$ cat config.mk
export PLATFORM = sky130hd
export DESIGN_NAME = proximity_rise_trigger_detector_top_flat
export DESIGN_NICKNAME = d
export VERILOG_FILES = /design/src/rtl/core/prtd_pkg.sv /design/src/rtl/core/prtd_if.sv /design/src/rtl/core/proximity_rise_trigger_detector_top.sv /design/src/rtl/core/prtd_reduce.sv /design/src/flat_wrapper.sv
export SDC_FILE = /design/constraint.sdc
export NUM_CORES = 2
export LEC_CHECK = 0
export ABC_AREA = 0
export ABC_CLOCK_PERIOD_IN_PS = 9600
export BUFFER_PORTS_ARGS = -buffer_cell sky130_fd_sc_hd__buf_2
export CAP_MARGIN = 10
export CORE_MARGIN = 2
export CORE_UTILIZATION = 52
export DETAILED_ROUTE_END_ITERATION = 10
export GPL_TIMING_DRIVEN = 0
export PLACE_DENSITY = 0.8
export SYNTH_ARGS = -nofsm -noshare
export SYNTH_HDL_FRONTEND = slang
export SYNTH_SLANG_ARGS = --single-unit
$ cat constraint.sdc
create_clock -name clk -period 9.6 [get_ports clk]
set_input_delay 0 -clock clk [delete_from_list [all_inputs] [get_ports clk]]
set_output_delay 0 -clock clk [all_outputs]
set_load 0.05 [all_outputs]
$ cat src/rtl/core/prtd_pkg.sv
// ----------------------------------------------------------------------------
// prtd_pkg
// Shared codes and types for the proximity rise trigger detector.
// ----------------------------------------------------------------------------
package prtd_pkg;

  // configuration register indexes
  localparam logic [1:0] REG_INTERVAL   = 2'd0;
  localparam logic [1:0] REG_WSIZE      = 2'd1;
  localparam logic [1:0] REG_USE_MEDIAN = 2'd2;
  localparam logic [1:0] REG_THRESHOLD  = 2'd3;

  // item modes
  localparam logic [1:0] MODE_PROX   = 2'd0;
  localparam logic [1:0] MODE_CHECK  = 2'd1;
  localparam logic [1:0] MODE_CLEAR  = 2'd2;
  localparam logic [1:0] MODE_UNUSED = 2'd3;

  // profiles
  localparam logic [2:0] PROF_NONE    = 3'd0;
  localparam logic [2:0] PROF_MOTION  = 3'd1;
  localparam logic [2:0] PROF_PROX    = 3'd2;
  localparam logic [2:0] PROF_EITHER  = 3'd3;
  localparam logic [2:0] PROF_BOTH    = 3'd4;

  typedef struct packed {
    logic start;
    logic use_median;
  } red_ctl_t;

endpackage

$ cat src/rtl/core/prtd_if.sv
// ----------------------------------------------------------------------------
// prtd channel interfaces
// Input item channel and result channel, valid/ready handshake.
// ----------------------------------------------------------------------------
interface prtd_in_if;
  logic        valid;
  logic        ready;
  logic [1:0]  mode;
  logic [2:0]  profile;
  logic [15:0] sample;
  logic        motion_seen;
  modport source (output valid, mode, profile, sample, motion_seen, input ready);
  modport sink   (input valid, mode, profile, sample, motion_seen, output ready);
endinterface

interface prtd_out_if;
  logic        valid;
  logic        ready;
  logic        proximity_triggered;
  logic        check_result;
  logic        sample_accepted;
  logic [15:0] baseline;
  modport source (output valid, proximity_triggered, check_result, sample_accepted,
                  baseline, input ready);
  modport sink   (input valid, proximity_triggered, check_result, sample_accepted,
                  baseline, output ready);
endinterface

$ cat src/rtl/core/proximity_rise_trigger_detector_top.sv
// ----------------------------------------------------------------------------
// proximity_rise_trigger_detector_top
// Sliding window baseline and rise detector with confirmation set.
// ----------------------------------------------------------------------------
// Items arrive on in_if (mode, profile, sample, motion_seen) and each gives
// exactly one word on out_if. The user must see that registers are written on
// the cfg_ port only while the block is idle; the block does not enforce it.
// Items that need no reduction pass from S_IDLE through S_EMIT into the
// output register. A sample that closes a full window or a confirmation set
// runs the shared reduction unit (mean or median over the effective window
// size), whose one comparator/adder steps over the store. in_if.ready is
// high only while no item is in work.
// A finished word sits in the output register; the next item is accepted
// meanwhile, and its result waits until the receiver takes the first.
// Synchronous reset empties the window, clears the divider, trigger
// sources and confirmation, and loads the register defaults.
// ----------------------------------------------------------------------------
module proximity_rise_trigger_detector_top #(
  parameter int MAX_WINDOW = 16
) (
  input  logic        clk,
  input  logic        rst_n,
  prtd_in_if.sink     in_if,
  prtd_out_if.source  out_if,
  input  logic        cfg_we,
  input  logic [1:0]  cfg_index,
  input  logic [15:0] cfg_data
);

  localparam int AW = (MAX_WINDOW > 1) ? $clog2(MAX_WINDOW) : 1;
  localparam int CW = $clog2(MAX_WINDOW + 1);

  typedef enum logic [1:0] {S_IDLE, S_RUN_W, S_RUN_C, S_EMIT} state_t;

  state_t        state_r;
  logic [7:0]    interval_r, icnt_r;
  logic [4:0]    wsize_r;
  logic          use_median_r;
  logic [15:0]   thresh_r;
  logic [15:0]   win_r  [MAX_WINDOW];
  logic [15:0]   conf_r [MAX_WINDOW];
  logic [CW-1:0] win_cnt_r, conf_idx_r;
  logic [1:0]    src_r;
  logic          confirming_r, src_conf_r;
  logic [15:0]   held_sample_r, held_base_r;
  logic          trig_r, chk_r, acc_r;
  logic          out_valid_r, out_trig_r, out_chk_r, out_acc_r;
  logic [15:0]   out_base_r;

  logic          accept, prox_en, ge, is_prox, start_w, start_c;
  logic [7:0]    icnt_p1;
  logic [CW-1:0] n_eff, conf_idx_p1, cnt0, cnt1;
  logic          app_req, app_clear, app_shift;
  logic [15:0]   app_data;
  logic          red_done, rise_red;
  logic [15:0]   red_result, rd_data;
  logic [AW-1:0] rd_addr;
  logic [1:0]    src_chk;
  logic          check_v;
  prtd_pkg::red_ctl_t red_ctl;

  function automatic logic rises(input logic [15:0] v, input logic [15:0] base,
                                 input logic [15:0] thr);
    rises = (v > base) && ((v - base) > thr);
  endfunction

  assign n_eff = (wsize_r == 5'd0) ? CW'(1) :
                 ((32'(wsize_r) > MAX_WINDOW) ? CW'(MAX_WINDOW) : CW'(wsize_r));

  assign in_if.ready = (state_r == S_IDLE);
  assign accept      = in_if.valid && in_if.ready;
  assign is_prox     = (in_if.mode == prtd_pkg::MODE_PROX);
  assign prox_en     = is_prox && (in_if.profile > prtd_pkg::PROF_MOTION);
  assign icnt_p1     = icnt_r + 8'd1;
  assign ge          = (icnt_p1 >= interval_r);
  assign conf_idx_p1 = conf_idx_r + 1'b1;
  assign start_w     = accept && prox_en && !confirming_r && ge && (win_cnt_r >= n_eff);
  assign start_c     = accept && prox_en && confirming_r && (conf_idx_p1 >= n_eff);
  assign rise_red    = rises(red_result, state_r == S_RUN_C ? held_base_r : held_sample_r,
                             thresh_r);

  assign red_ctl.start      = start_w || start_c;
  assign red_ctl.use_median = use_median_r;

  assign rd_data = src_conf_r ? conf_r[rd_addr] : win_r[rd_addr];

  prtd_reduce #(.MAX_WINDOW(MAX_WINDOW)) u_reduce (
    .clk     (clk),
    .rst_n   (rst_n),
    .ctl     (red_ctl),
    .n       (n_eff),
    .rd_addr (rd_addr),
    .rd_data (rd_data),
    .done    (red_done),
    .result  (red_result)
  );

  // window append request
  always_comb begin
    app_req   = 1'b0;
    app_clear = 1'b0;
    app_data  = held_sample_r;
    if (accept && prox_en && !confirming_r && ge && (win_cnt_r < n_eff)) begin
      app_req  = 1'b1;
      app_data = in_if.sample;
    end else if (state_r == S_RUN_W && red_done) begin
      // red_result is the new baseline, compared against the held sample
      app_req = !rises(held_sample_r, red_result, thresh_r);
    end else if (state_r == S_RUN_C && red_done) begin
      app_req   = 1'b1;
      app_clear = rises(red_result, held_base_r, thresh_r);
    end
    cnt0      = app_clear ? '0 : win_cnt_r;
    app_shift = (cnt0 >= n_eff);
    cnt1      = app_shift ? n_eff - 1'b1 : cnt0;
  end

  always_comb begin
    src_chk = src_r | {1'b0, in_if.motion_seen};
    unique case (in_if.profile)
      prtd_pkg::PROF_MOTION: check_v = src_chk[0];
      prtd_pkg::PROF_PROX:   check_v = src_chk[1];
      prtd_pkg::PROF_EITHER: check_v = |src_chk;
      prtd_pkg::PROF_BOTH:   check_v = &src_chk;
      default:               check_v = 1'b0;
    endcase
  end

  always_ff @(posedge clk) begin
    if (app_req) begin
      if (app_shift) begin
        for (int k = 0; k < MAX_WINDOW - 1; k++) win_r[k] <= win_r[k+1];
      end
      if (32'(cnt1) < MAX_WINDOW) win_r[cnt1[AW-1:0]] <= app_data;
    end
    if (accept && prox_en && confirming_r && (32'(conf_idx_r) < MAX_WINDOW))
      conf_r[conf_idx_r[AW-1:0]] <= in_if.sample;
  end

  always_ff @(posedge clk) begin
    if (!rst_n) begin
      state_r       <= S_IDLE;
      interval_r    <= 8'd1;
      wsize_r       <= 5'd8;
      use_median_r  <= 1'b0;
      thresh_r      <= 16'd100;
      win_cnt_r     <= '0;
      conf_idx_r    <= '0;
      icnt_r        <= '0;
      src_r         <= '0;
      confirming_r  <= 1'b0;
      src_conf_r    <= 1'b0;
      held_sample_r <= '0;
      held_base_r   <= '0;
      out_valid_r   <= 1'b0;
    end else begin
      if (cfg_we) begin
        unique case (cfg_index)
          prtd_pkg::REG_INTERVAL:   interval_r   <= cfg_data[7:0];
          prtd_pkg::REG_WSIZE:      wsize_r      <= cfg_data[4:0];
          prtd_pkg::REG_USE_MEDIAN: use_median_r <= cfg_data[0];
          prtd_pkg::REG_THRESHOLD:  thresh_r     <= cfg_data;
          default: ;
        endcase
      end

      if (app_req) begin
        if (32'(cnt1) < MAX_WINDOW) win_cnt_r <= cnt1 + 1'b1;
        else                        win_cnt_r <= cnt1;
      end

      if (out_valid_r && out_if.ready) out_valid_r <= 1'b0;

      unique case (state_r)
        S_IDLE: begin
          if (accept) begin
            trig_r  <= 1'b0;
            chk_r   <= 1'b0;
            acc_r   <= 1'b0;
            state_r <= S_EMIT;
            unique case (in_if.mode)
              prtd_pkg::MODE_PROX: begin
                if (prox_en) begin
                  if (confirming_r) begin
                    acc_r      <= 1'b1;
                    conf_idx_r <= conf_idx_p1;
                    if (start_c) begin
                      confirming_r <= 1'b0;
                      conf_idx_r   <= '0;
                      src_conf_r   <= 1'b1;
                      state_r      <= S_RUN_C;
                    end
                  end else begin
                    icnt_r <= icnt_p1;
                    if (ge) begin
                      icnt_r        <= '0;
                      acc_r         <= 1'b1;
                      held_sample_r <= in_if.sample;
                      if (start_w) begin
                        src_conf_r <= 1'b0;
                        state_r    <= S_RUN_W;
                      end
                    end
                  end
                end
              end
              prtd_pkg::MODE_CHECK: begin
                chk_r <= check_v;
                src_r <= '0;
              end
              prtd_pkg::MODE_CLEAR: begin
                win_cnt_r    <= '0;
                confirming_r <= 1'b0;
                conf_idx_r   <= '0;
              end
              default: ;
            endcase
          end
        end
        S_RUN_W: begin
          if (red_done) begin
            held_base_r <= red_result;
            if (rises(held_sample_r, red_result, thresh_r)) begin
              confirming_r <= 1'b1;
              conf_idx_r   <= '0;
            end
            state_r <= S_EMIT;
          end
        end
        S_RUN_C: begin
          if (red_done) begin
            if (rise_red) begin
              trig_r   <= 1'b1;
              src_r[1] <= 1'b1;
            end
            state_r <= S_EMIT;
          end
        end
        S_EMIT: begin
          if (!out_valid_r || out_if.ready) begin
            out_valid_r <= 1'b1;
            out_trig_r  <= trig_r;
            out_chk_r   <= chk_r;
            out_acc_r   <= acc_r;
            out_base_r  <= held_base_r;
            state_r     <= S_IDLE;
          end
        end
        default: state_r <= S_IDLE;
      endcase
    end
  end

  assign out_if.valid               = out_valid_r;
  assign out_if.proximity_triggered = out_trig_r;
  assign out_if.check_result        = out_chk_r;
  assign out_if.sample_accepted     = out_acc_r;
  assign out_if.baseline            = out_base_r;

endmodule

$ cat src/rtl/core/prtd_reduce.sv
// ----------------------------------------------------------------------------
// prtd_reduce
// Iterative window reduction: truncated mean (accumulate, then restoring
// divide) or median by rank counting with one shared comparator.
// ----------------------------------------------------------------------------
module prtd_reduce #(
  parameter int MAX_WINDOW = 16
) (
  input  logic                   clk,
  input  logic                   rst_n,
  input  prtd_pkg::red_ctl_t     ctl,
  input  logic [$clog2(MAX_WINDOW+1)-1:0] n,
  output logic [((MAX_WINDOW > 1) ? $clog2(MAX_WINDOW) : 1)-1:0] rd_addr,
  input  logic [15:0]            rd_data,
  output logic                   done,
  output logic [15:0]            result
);

  localparam int AW  = (MAX_WINDOW > 1) ? $clog2(MAX_WINDOW) : 1;
  localparam int CW  = $clog2(MAX_WINDOW + 1);
  localparam int SW  = 16 + CW;
  localparam int SCW = $clog2(SW);

  typedef enum logic [2:0] {R_IDLE, R_SUM, R_DIV, R_CAND, R_CMP} rstate_t;

  rstate_t        state_r;
  logic [AW-1:0]  i_r, j_r;
  logic [SW-1:0]  sum_r, dvd_r;
  logic [CW-1:0]  rem_r, lt_r, le_r;
  logic [SCW-1:0] step_r;
  logic [15:0]    cand_r, m1_r, m2_r, result_r;
  logic           done_r;

  logic [CW-1:0]  last, k1, k2, lt_n, le_n;
  logic [SW-1:0]  sum_n;
  logic [CW:0]    rem_w;
  logic           sub_ok, j_last, i_last;
  logic [15:0]    m1_n, m2_n;
  logic [16:0]    mid_sum;

  assign last   = n - 1'b1;
  assign k2     = n >> 1;
  assign k1     = n[0] ? k2 : k2 - 1'b1;
  assign j_last = (CW'(j_r) == last);
  assign i_last = (CW'(i_r) == last);
  assign sum_n  = sum_r + SW'(rd_data);
  assign rem_w  = {rem_r, dvd_r[SW-1]};
  assign sub_ok = (rem_w >= {1'b0, n});
  assign lt_n   = lt_r + CW'(rd_data < cand_r);
  assign le_n   = le_r + CW'(rd_data <= cand_r);
  assign m1_n   = (lt_n <= k1 && k1 < le_n) ? cand_r : m1_r;
  assign m2_n   = (lt_n <= k2 && k2 < le_n) ? cand_r : m2_r;
  assign mid_sum = {1'b0, m1_n} + {1'b0, m2_n};

  assign rd_addr = (state_r == R_CAND) ? i_r : j_r;
  assign done    = done_r;
  assign result  = result_r;

  always_ff @(posedge clk) begin
    if (!rst_n) begin
      state_r <= R_IDLE;
      done_r  <= 1'b0;
    end else begin
      done_r <= 1'b0;
      unique case (state_r)
        R_IDLE: begin
          i_r   <= '0;
          j_r   <= '0;
          sum_r <= '0;
          if (ctl.start) state_r <= ctl.use_median ? R_CAND : R_SUM;
        end
        R_SUM: begin
          sum_r <= sum_n;
          j_r   <= j_r + 1'b1;
          if (j_last) begin
            dvd_r   <= sum_n;
            rem_r   <= '0;
            step_r  <= '0;
            state_r <= R_DIV;
          end
        end
        R_DIV: begin
          rem_r  <= sub_ok ? CW'(rem_w - {1'b0, n}) : rem_w[CW-1:0];
          dvd_r  <= {dvd_r[SW-2:0], sub_ok};
          step_r <= step_r + 1'b1;
          if (step_r == SCW'(SW - 1)) begin
            result_r <= {dvd_r[14:0], sub_ok};
            done_r   <= 1'b1;
            state_r  <= R_IDLE;
          end
        end
        R_CAND: begin
          cand_r  <= rd_data;
          lt_r    <= '0;
          le_r    <= '0;
          j_r     <= '0;
          state_r <= R_CMP;
        end
        R_CMP: begin
          lt_r <= lt_n;
          le_r <= le_n;
          j_r  <= j_r + 1'b1;
          if (j_last) begin
            m1_r <= m1_n;
            m2_r <= m2_n;
            i_r  <= i_r + 1'b1;
            if (i_last) begin
              result_r <= mid_sum[16:1];
              done_r   <= 1'b1;
              state_r  <= R_IDLE;
            end else begin
              state_r <= R_CAND;
            end
          end
        end
        default: state_r <= R_IDLE;
      endcase
    end
  end

endmodule

$ cat src/flat_wrapper.sv
// flat-port wrapper written by rule: the top's interface ports become plain ports
module proximity_rise_trigger_detector_top_flat 
#(
  parameter int MAX_WINDOW = 16
)
  (clk, rst_n, cfg_we, cfg_index, cfg_data, in_if_valid, in_if_mode, in_if_profile, in_if_sample, in_if_motion_seen, in_if_ready, out_if_valid, out_if_proximity_triggered, out_if_check_result, out_if_sample_accepted, out_if_baseline, out_if_ready);
  prtd_in_if in_if_i ();
  prtd_out_if out_if_i ();
  input  logic clk;
  input  logic rst_n;
  input  logic cfg_we;
  input  logic [1:0] cfg_index;
  input  logic [15:0] cfg_data;
  input wire logic [$bits(in_if_i.valid)-1:0] in_if_valid;
  input wire logic [$bits(in_if_i.mode)-1:0] in_if_mode;
  input wire logic [$bits(in_if_i.profile)-1:0] in_if_profile;
  input wire logic [$bits(in_if_i.sample)-1:0] in_if_sample;
  input wire logic [$bits(in_if_i.motion_seen)-1:0] in_if_motion_seen;
  output wire logic [$bits(in_if_i.ready)-1:0] in_if_ready;
  output wire logic [$bits(out_if_i.valid)-1:0] out_if_valid;
  output wire logic [$bits(out_if_i.proximity_triggered)-1:0] out_if_proximity_triggered;
  output wire logic [$bits(out_if_i.check_result)-1:0] out_if_check_result;
  output wire logic [$bits(out_if_i.sample_accepted)-1:0] out_if_sample_accepted;
  output wire logic [$bits(out_if_i.baseline)-1:0] out_if_baseline;
  input wire logic [$bits(out_if_i.ready)-1:0] out_if_ready;
  assign in_if_i.valid = in_if_valid;
  assign in_if_i.mode = in_if_mode;
  assign in_if_i.profile = in_if_profile;
  assign in_if_i.sample = in_if_sample;
  assign in_if_i.motion_seen = in_if_motion_seen;
  assign in_if_ready = in_if_i.ready;
  assign out_if_valid = out_if_i.valid;
  assign out_if_proximity_triggered = out_if_i.proximity_triggered;
  assign out_if_check_result = out_if_i.check_result;
  assign out_if_sample_accepted = out_if_i.sample_accepted;
  assign out_if_baseline = out_if_i.baseline;
  assign out_if_i.ready = out_if_ready;
  proximity_rise_trigger_detector_top #(.MAX_WINDOW(MAX_WINDOW)) u_core (.clk(clk), .rst_n(rst_n), .in_if(in_if_i), .out_if(out_if_i), .cfg_we(cfg_we), .cfg_index(cfg_index), .cfg_data(cfg_data));
endmodule
* Yosys cells after proc, flatten, opt, wreduce, memory -nomap -nowiden
Memory sizes are Yosys's and may differ from the RTL's. Cells that the tools add are included.
Storage, ports and cells: memories 2, logic and storage cells 282, input port bits 45, output and inout bits 21, RAM bits 512, flip-flop bits (word level) 246
Operators by class: reduce and logical (&&, ||, !) cells 68, equal/unequal tests 36, add/sub/neg operators 16, magnitude comparators 22, bitwise logic cells 2, mux-type cells 101
Memory list:
- u_core.conf_r | depth 16, width 16, rd ports 1, clocked after Yosys merged registers in 0, wr ports 1, RTL line proximity_rise_trigger_detector_top.sv:41 | logic [15:0] conf_r [MAX_WINDOW];
- u_core.win_r | depth 16, width 16, rd ports 16, clocked after Yosys merged registers in 0, wr ports 16, RTL line proximity_rise_trigger_detector_top.sv:40 | logic [15:0] win_r [MAX_WINDOW];
Operators by type and width (count):
- 2-to-1 mux 16 bit | 8
- > comparator 16 bit | 6
- 2-to-1 mux 5 bit | 18
- one-hot mux 21 bit (2 select lines) | 2
- one-hot mux 5 bit (2 select lines) | 6
- subtractor 16 bit | 3
- 2-to-1 mux 1 bit | 36
- one-hot mux 16 bit (2 select lines) | 1
- 2-to-1 mux 2 bit | 12
- AND reduction 2 bit | 11
- adder 21 x 16 -> 21 bit | 1
- 2-to-1 mux 21 bit | 1
- != test 2 bit (second input constant) | 10
- AND reduction 5 bit | 4
- nonzero test 2 bit | 10
- logical AND 1 bit | 18
- AND reduction 3 bit | 6
- adder 16 x 16 -> 17 bit | 1
- <= comparator 16 bit | 1
- less-than comparator 16 bit | 1
- one-hot mux 4 bit (2 select lines) | 2
- adder 5 x 1 -> 5 bit (second input constant) | 3
- greater-or-equal comparator 5 bit | 3
- one-hot mux 3 bit (5 select lines) | 1
- other kinds (41) | 80

* Depth between registers and ports, before layout
depth after elaboration 16, gate-level depth with buffers 51, gate-level depth less buffers 44

* Hierarchy
From an unflattened synthesis, not the netlist that was laid out.
Second synthesis, totals: cell total of the unflattened synthesis 2939, area, all modules 40761.6 um^2
By module, submodules not included:
- proximity_rise_trigger_detector_top | seq. area each 17757.0 um^2, instances 1, cells each 2142, area an instance 32242.2 um^2
- prtd_reduce | seq. area each 4103.9 um^2, instances 1, cells each 797, area an instance 8519.4 um^2

* Worst setup path before layout
Ideal clock, no wire load.
kind register to register, start register u_core.u_reduce.state_r[2], end register u_core.u_reduce.result_r[13] (netlist: u_core.u_reduce.result[13]), data pin, clock period less this slack 10.098 ns, path buffers 8, data arrival time 9.842 ns, required time 9.344 ns, cell stages (with the launch flop) 52, slack -0.498 ns, library setup time 0.256 ns, cell sequence dfxtp_1 -> clkbuf_1 -> nand3b_1 -> clkbuf_1 -> mux2i_1 -> clkbuf_1 -> buf_1 -> mux4_2 -> nand2_1 -> nand3_1 -> nand3_1 -> o21ai_0 -> ha_1 -> nor2b_1 -> o21a_1 -> o21a_1 -> o21a_1 -> o21a_1 -> [... 16 more ...] -> buf_4 -> clkbuf_1 -> clkbuf_1 -> nand2_1 -> o21ai_0 -> fa_1 -> a21o_1 -> a21oi_1 -> o21bai_1 -> nand2b_1 -> o22ai_1 -> o32ai_1 -> nor4_2 -> o21ai_1 -> a31oi_1 -> o211ai_1 -> a21o_1 -> a31o_2
On the way: cells in the longest elaborated chain, start to end 13, elaborated cells on any way between the ends 23, those cells by class add/sub (3); order compare (6); eq/ne (3); mux (7); reduce/logical (2); memory (2)
Ends and longest elaborated chain:
- start: declaration | RTL line prtd_reduce.sv:26 | rstate_t state_r;
- start signal: assignment | RTL line prtd_reduce.sv:70 | if (ctl.start) state_r <= ctl.use_median ? R_CAND : R_SUM;
- equality test 3 x 2 -> 1 bit * | RTL line prtd_reduce.sv:55 | assign rd_addr = (state_r == R_CAND) ? i_r : j_r;
- 2-to-1 mux 4 bit * | RTL line prtd_reduce.sv:55
- memory (16 x 16 bit) (on tied branches)
- 2-to-1 mux 16 bit * | RTL line proximity_rise_trigger_detector_top.sv:85 | assign rd_data = src_conf_r ? conf_r[rd_addr] : win_r[rd_addr];
- via u_core.rd_data[1] | RTL line proximity_rise_trigger_detector_top.sv:56 | logic [15:0] red_result, rd_data;
- less-than comparator 16 bit / <= comparator 16 bit (equally long branches) | RTL line prtd_reduce.sv:49, prtd_reduce.sv:50
- adder 5 x 1 -> 5 bit (on tied branches) | RTL line prtd_reduce.sv:49, prtd_reduce.sv:50
- <= comparator 5 bit / less-than comparator 5 bit (equally long branches) | RTL line prtd_reduce.sv:51 | assign m1_n = (lt_n <= k1 && k1 < le_n) ? cand_r : m1_r;
- logical AND 1 bit * | RTL line prtd_reduce.sv:51
- 2-to-1 mux 16 bit * | RTL line prtd_reduce.sv:51
- via u_core.u_reduce.m1_n[1] | RTL line prtd_reduce.sv:38 | logic [15:0] m1_n, m2_n;
- adder 16 x 16 -> 17 bit * | RTL line prtd_reduce.sv:53 | assign mid_sum = {1'b0, m1_n} + {1'b0, m2_n};
- 2-to-1 mux 16 bit * | RTL line prtd_reduce.sv:107 | if (i_last) begin
- 2-to-1 mux 16 bit * | RTL line prtd_reduce.sv:103 | if (j_last) begin
- one-hot mux 16 bit (2 select lines) * | RTL line prtd_reduce.sv:65 | unique case (state_r)
- end signal: assignment | RTL line prtd_reduce.sv:87 | result_r <= {dvd_r[14:0], sub_ok};
- end signal: assignment | RTL line prtd_reduce.sv:108 | result_r <= mid_sum[16:1];
- end: declaration | RTL line prtd_reduce.sv:31 | logic [15:0] cand_r, m1_r, m2_r, result_r;
The timed path passes the listed nets; every way through them passes the cells marked *. The select of a mux whose other input is x is not followed. A chain may end at the register's enable or synchronous reset.

* Final worst setup path
start register u_core.u_reduce.state_r[1], end register u_core.u_reduce.result_r[9] (netlist: u_core.u_reduce.result[9]), data pin
Same word-level chain as after synthesis.

==> flow_metrics.py <==
metrics = {
    "floorplan": {
        "pin_count": 66,
        "start_util_pct": 52.59,
        "core_area_um2": 75950,
        "die-area_um2": 79050,
        "die_h_um": 281.2,
        "die_w_um": 281.2,
        "rows": 101,
    },
    "sta": {
        "worstMarginPinSlew_ps": 1072,
        "hold_ws_ps": 70.31,
        "hold_violations": 0,
        "skew_ps": 60.48,
        "max_freq_ghz": 0.1058,
        "fin_crit_sh_pct": 98.48,
        "drv_slew": 0,
        "setup-violations-final": 0,
        "relSlewSlack_pct": 27.76,
        "fin_tns_setup_ps": 0,
        "finalCriticalPeriod_ps": 9454,
        "setup_ws_ps": 145.9,
    },
    "global_route": {
        "antenna_found_initial": 1,
        "groute.usage.overall_pct": 26.67,
        "overflow": 0,
        "grt_max_degree": 34,
        "grt_pass1_wl_um": 159600,
        "grt_pass1_vias": 26830,
    },
    "detailed_routing": {
        "drtPass1Iterations": 8,
        "ant_nets": 0,
        "dr.first_iter.drc_count": 3270,
        "wire_per_inst_um": 23.59,
        "vias": 27610,
        "via_per_inst": 6.131,
        "drc_errors": 0,
        "wl_um": 106200,
    },
    "place": {
        "postPlaceCellArea_um2": 41840,
        "gp_congestion": 0.9823,
        "portBuffers": 64,
        "hpwl_um": 75810,
        "place_worst_setup_slack_ps": -3041,
    },
    "worst_setup_path": {
        "crit_top_cell": "o21a_1",
        "cpMaxStageDelayCell": "mux4_2",
        "crit_required_ps": 10010,
        "r2r_cells": 47,
        "worstPathMaxFanout": 8,
        "worstSetupEndpoint": "u_core.u_reduce.result[9]",
        "reg2reg_from": "u_core.u_reduce.state_r[1]",
        "crit_buf_inv": 9,
        "crit_family": "compound AO/OA/AOI/OAI gates",
        "critPathLaunchType": "flip-flop",
        "worst-path-stages": 47,
        "reg2reg_slack_ps": 150,
        "cp-end-kind": "flip-flop",
        "crit_type": "flip-flop to flip-flop",
        "critical-path-max-stage-delay_ps": 540,
        "r2r_end": "u_core.u_reduce.result[9]",
        "worstSetupStartpoint": "u_core.u_reduce.state_r[1]",
        "cp.arrival_ps": 9870,
    },
    "clock_tree": {
        "cts_htree_levels": 3,
        "clockRootBuffer": "clkbuf_16",
        "insertion_delay_ps": 670,
        "cts_buffers": 78,
        "cts_buffer_depth": 3,
        "cts_tree": "built",
        "clkSlewWorstSetupHoldPaths_ps": 60,
        "clock-sinks": 758,
    },
    "synth": {
        "synth_area_leaders": "edfxtp_1, mux4_2, mux2_2",
        "synth_cell_type_count": 83,
        "avgSynthCellArea_um2": 12.62,
        "synthCells": 3166,
        "seq_area_frac_synth_pct": 54.73,
        "syn_area_um2": 39940,
        "synth_top_area_share_pct": 50.22,
        "synth-seq-cells": 758,
        "ys.flop_type": "edfxtp_1",
        "synth_fp_nets": 3417,
        "synth_top_area_cell": "edfxtp_1",
        "yosysMostFrequentCell": "edfxtp_1",
        "netlist_top_cells_count": "edfxtp_1, nand2_1, mux2_2",
        "yosysWarnings": 0,
        "synth_edf_count": 668,
        "synthArstFlopShare_pct": 0,
    },
    "layout": {
        "drive_above_1_share_pct": 22.37,
        "design_area_um2": 45950,
        "num_antenna_cells": 0,
        "areaGrowthSynthToFinish_pct": 15.05,
        "final_net_count": 3663,
    },
    "power": {
        "sequentialPowerShare_pct": 47.6,
        "power_frac_comb_pct": 11.4,
        "peakVddDrop_uv": 152.2,
        "p_leak_nw": 16.65,
        "p_sw_mw": 1.939,
        "p_sw_share_pct": 25.31,
        "power.internal_mw": 5.722,
        "p_clk_share_pct": 41.0,
        "powerDensity_nw_per_um2": 166.7,
    },
    "status": {
        "status": "complete, no violations",
    },
    "flow_run": {
        "maxCapViolCount": 0,
    },
    "worst_hold_path": {
        "min-delay-path-class": "input pin to flip-flop",
    },
}
## flip-flops by register name (all words and copies together) (netlist names), 8 cells and up
name,cells
u_core.icnt_r,8
u_core.conf_r,256
u_core.u_reduce.result,16
u_core.u_reduce.cand_r,16
u_core.u_reduce.m1_r,16
u_core.out_if.baseline,16
u_core.u_reduce.m2_r,16
u_core.held_base_r,16
u_core.interval_r,8
u_core.u_reduce.dvd_r,21
u_core.win_r,256
u_core.u_reduce.sum_r,21
u_core.thresh_r,16
u_core.held_sample_r,16
## worst min path at each step
stage,from,end,cells past startpoint
2_1_floorplan,in_if_sample[0],u_core.conf_r[0][0],0
3_5_place_dp,cfg_data[15],u_core.thresh_r[15],3
6_report,in_if_profile[2],u_core.confirming_r,4
3_3_place_gp,cfg_data[9],u_core.thresh_r[9],3
5_1_grt,in_if_profile[2],u_core.confirming_r,4
4_1_cts,in_if_profile[2],u_core.confirming_r,4
## final cells by class
class | instances | area [um^2]
tap | 1030 | 1289
clock buffer | 94 | 2073
fill | 5676 | 30000
clock inverter | 48 | 610.6
multi-input combinational | 2111 | 17330
inverter | 149 | 563.0
sequential | 758 | 21870
buffer | 145 | 897.1
timing repair buffer | 169 | 1324
## cells by family (layout without fill, tap and decap cells)
logic type | count (synthesis) | count (layout) | synth area share, %
flip-flops | 758 | 758 | 54.73
AO/OA/AOI/OAI | 461 | 461 | 7.293
buffers and inverters | 298 | 605 | 3.017
adder cells (fa/ha/maj) | 208 | 208 | 6.616
AND/OR/NAND/NOR | 900 | 901 | 10.29
XOR/XNOR | 99 | 99 | 2.171
other | 1 | 1 | 0.009389
multiplexers | 441 | 441 | 15.88
## what timing repair did
| action | in CTS | in global routing |
|---|---|---|
| gates cloned | 0 | 1 |
| endpoints found under the setup margin | 56 | 288 |
| pin swaps | 16 | 29 |
| hold endpoints to repair | 323 | 0 |
| buffers inserted | 19 | 23 |
| resized for setup | 130 | 74 |
| hold buffers | 48 | 0 |
## per-layer routing
layer | global-route usage [%] | part of all wire (%) | wire length [um] | vias to the layer above
li1 | - | - | - | 12320
met1 | 36.12 | 40 | 42250 | 13630
met2 | 42.86 | 47 | 49660 | 1401
met3 | 4.855 | 9.2 | 9786 | 257
met4 | 10.31 | 4.3 | 4525 | 2
met5 | 0 | 0.011 | 12 | -
## worst min-delay path, stage by stage
cell	delay, ps
buf_2	150
o31a_1	210
o2111ai_1	110
a21oi_1	160
## placed cells by master (no fill, tap or decap), types with 17 or more instances in the layout
cell	netlist	layout
mux2_2	231	231
nor3_1	28	23
nor2b_1	26	26
o21a_1	28	28
dlygate4sd3_1	0	48
buf_2	17	83
xor2_1	41	41
nand4_1	28	28
nand3_1	117	115
and3_1	24	22
o21ai_0	135	117
xnor2_1	58	57
ha_1	200	193
nand2b_1	31	19
nand2_1	375	369
mux2_1	29	29
o21ai_1	10	21
buf_4	13	57
inv_1	147	146
a21oi_1	127	123
clkbuf_1	90	83
nor2_1	199	186
edfxtp_1	668	668
and2_1	21	21
clkbuf_16	0	80
dfxtp_1	90	87
buf_6	2	17
mux4_2	128	128
a21o_1	40	40
mux2i_1	53	50
## power by group through the flow
stage | combinational, mW | clock (mW) | sequential (mW)
after floorplan | 0.545 | 0 | 3.71
after global placement | 0.758 | 0 | 3.71
after detailed placement | 0.778 | 0 | 3.71
after CTS | 0.830 | 3.17 | 3.64
after global routing | 0.942 | 3.28 | 3.65
final | 0.874 | 3.14 | 3.64
## metrics by stage
step / utilization, % / power, mW / cells
after global placement: 54.75 / 4.471 / 4260
final: 60.50 / 7.661 / 4504
after CTS: 59.96 / 7.639 / 4483
after detailed placement: 55.09 / 4.492 / 4276
after floorplan: - / 4.259 / 3166
after global routing: 60.50 / 7.871 / 4504
No activity file was read; power rests on OpenSTA's default activity.
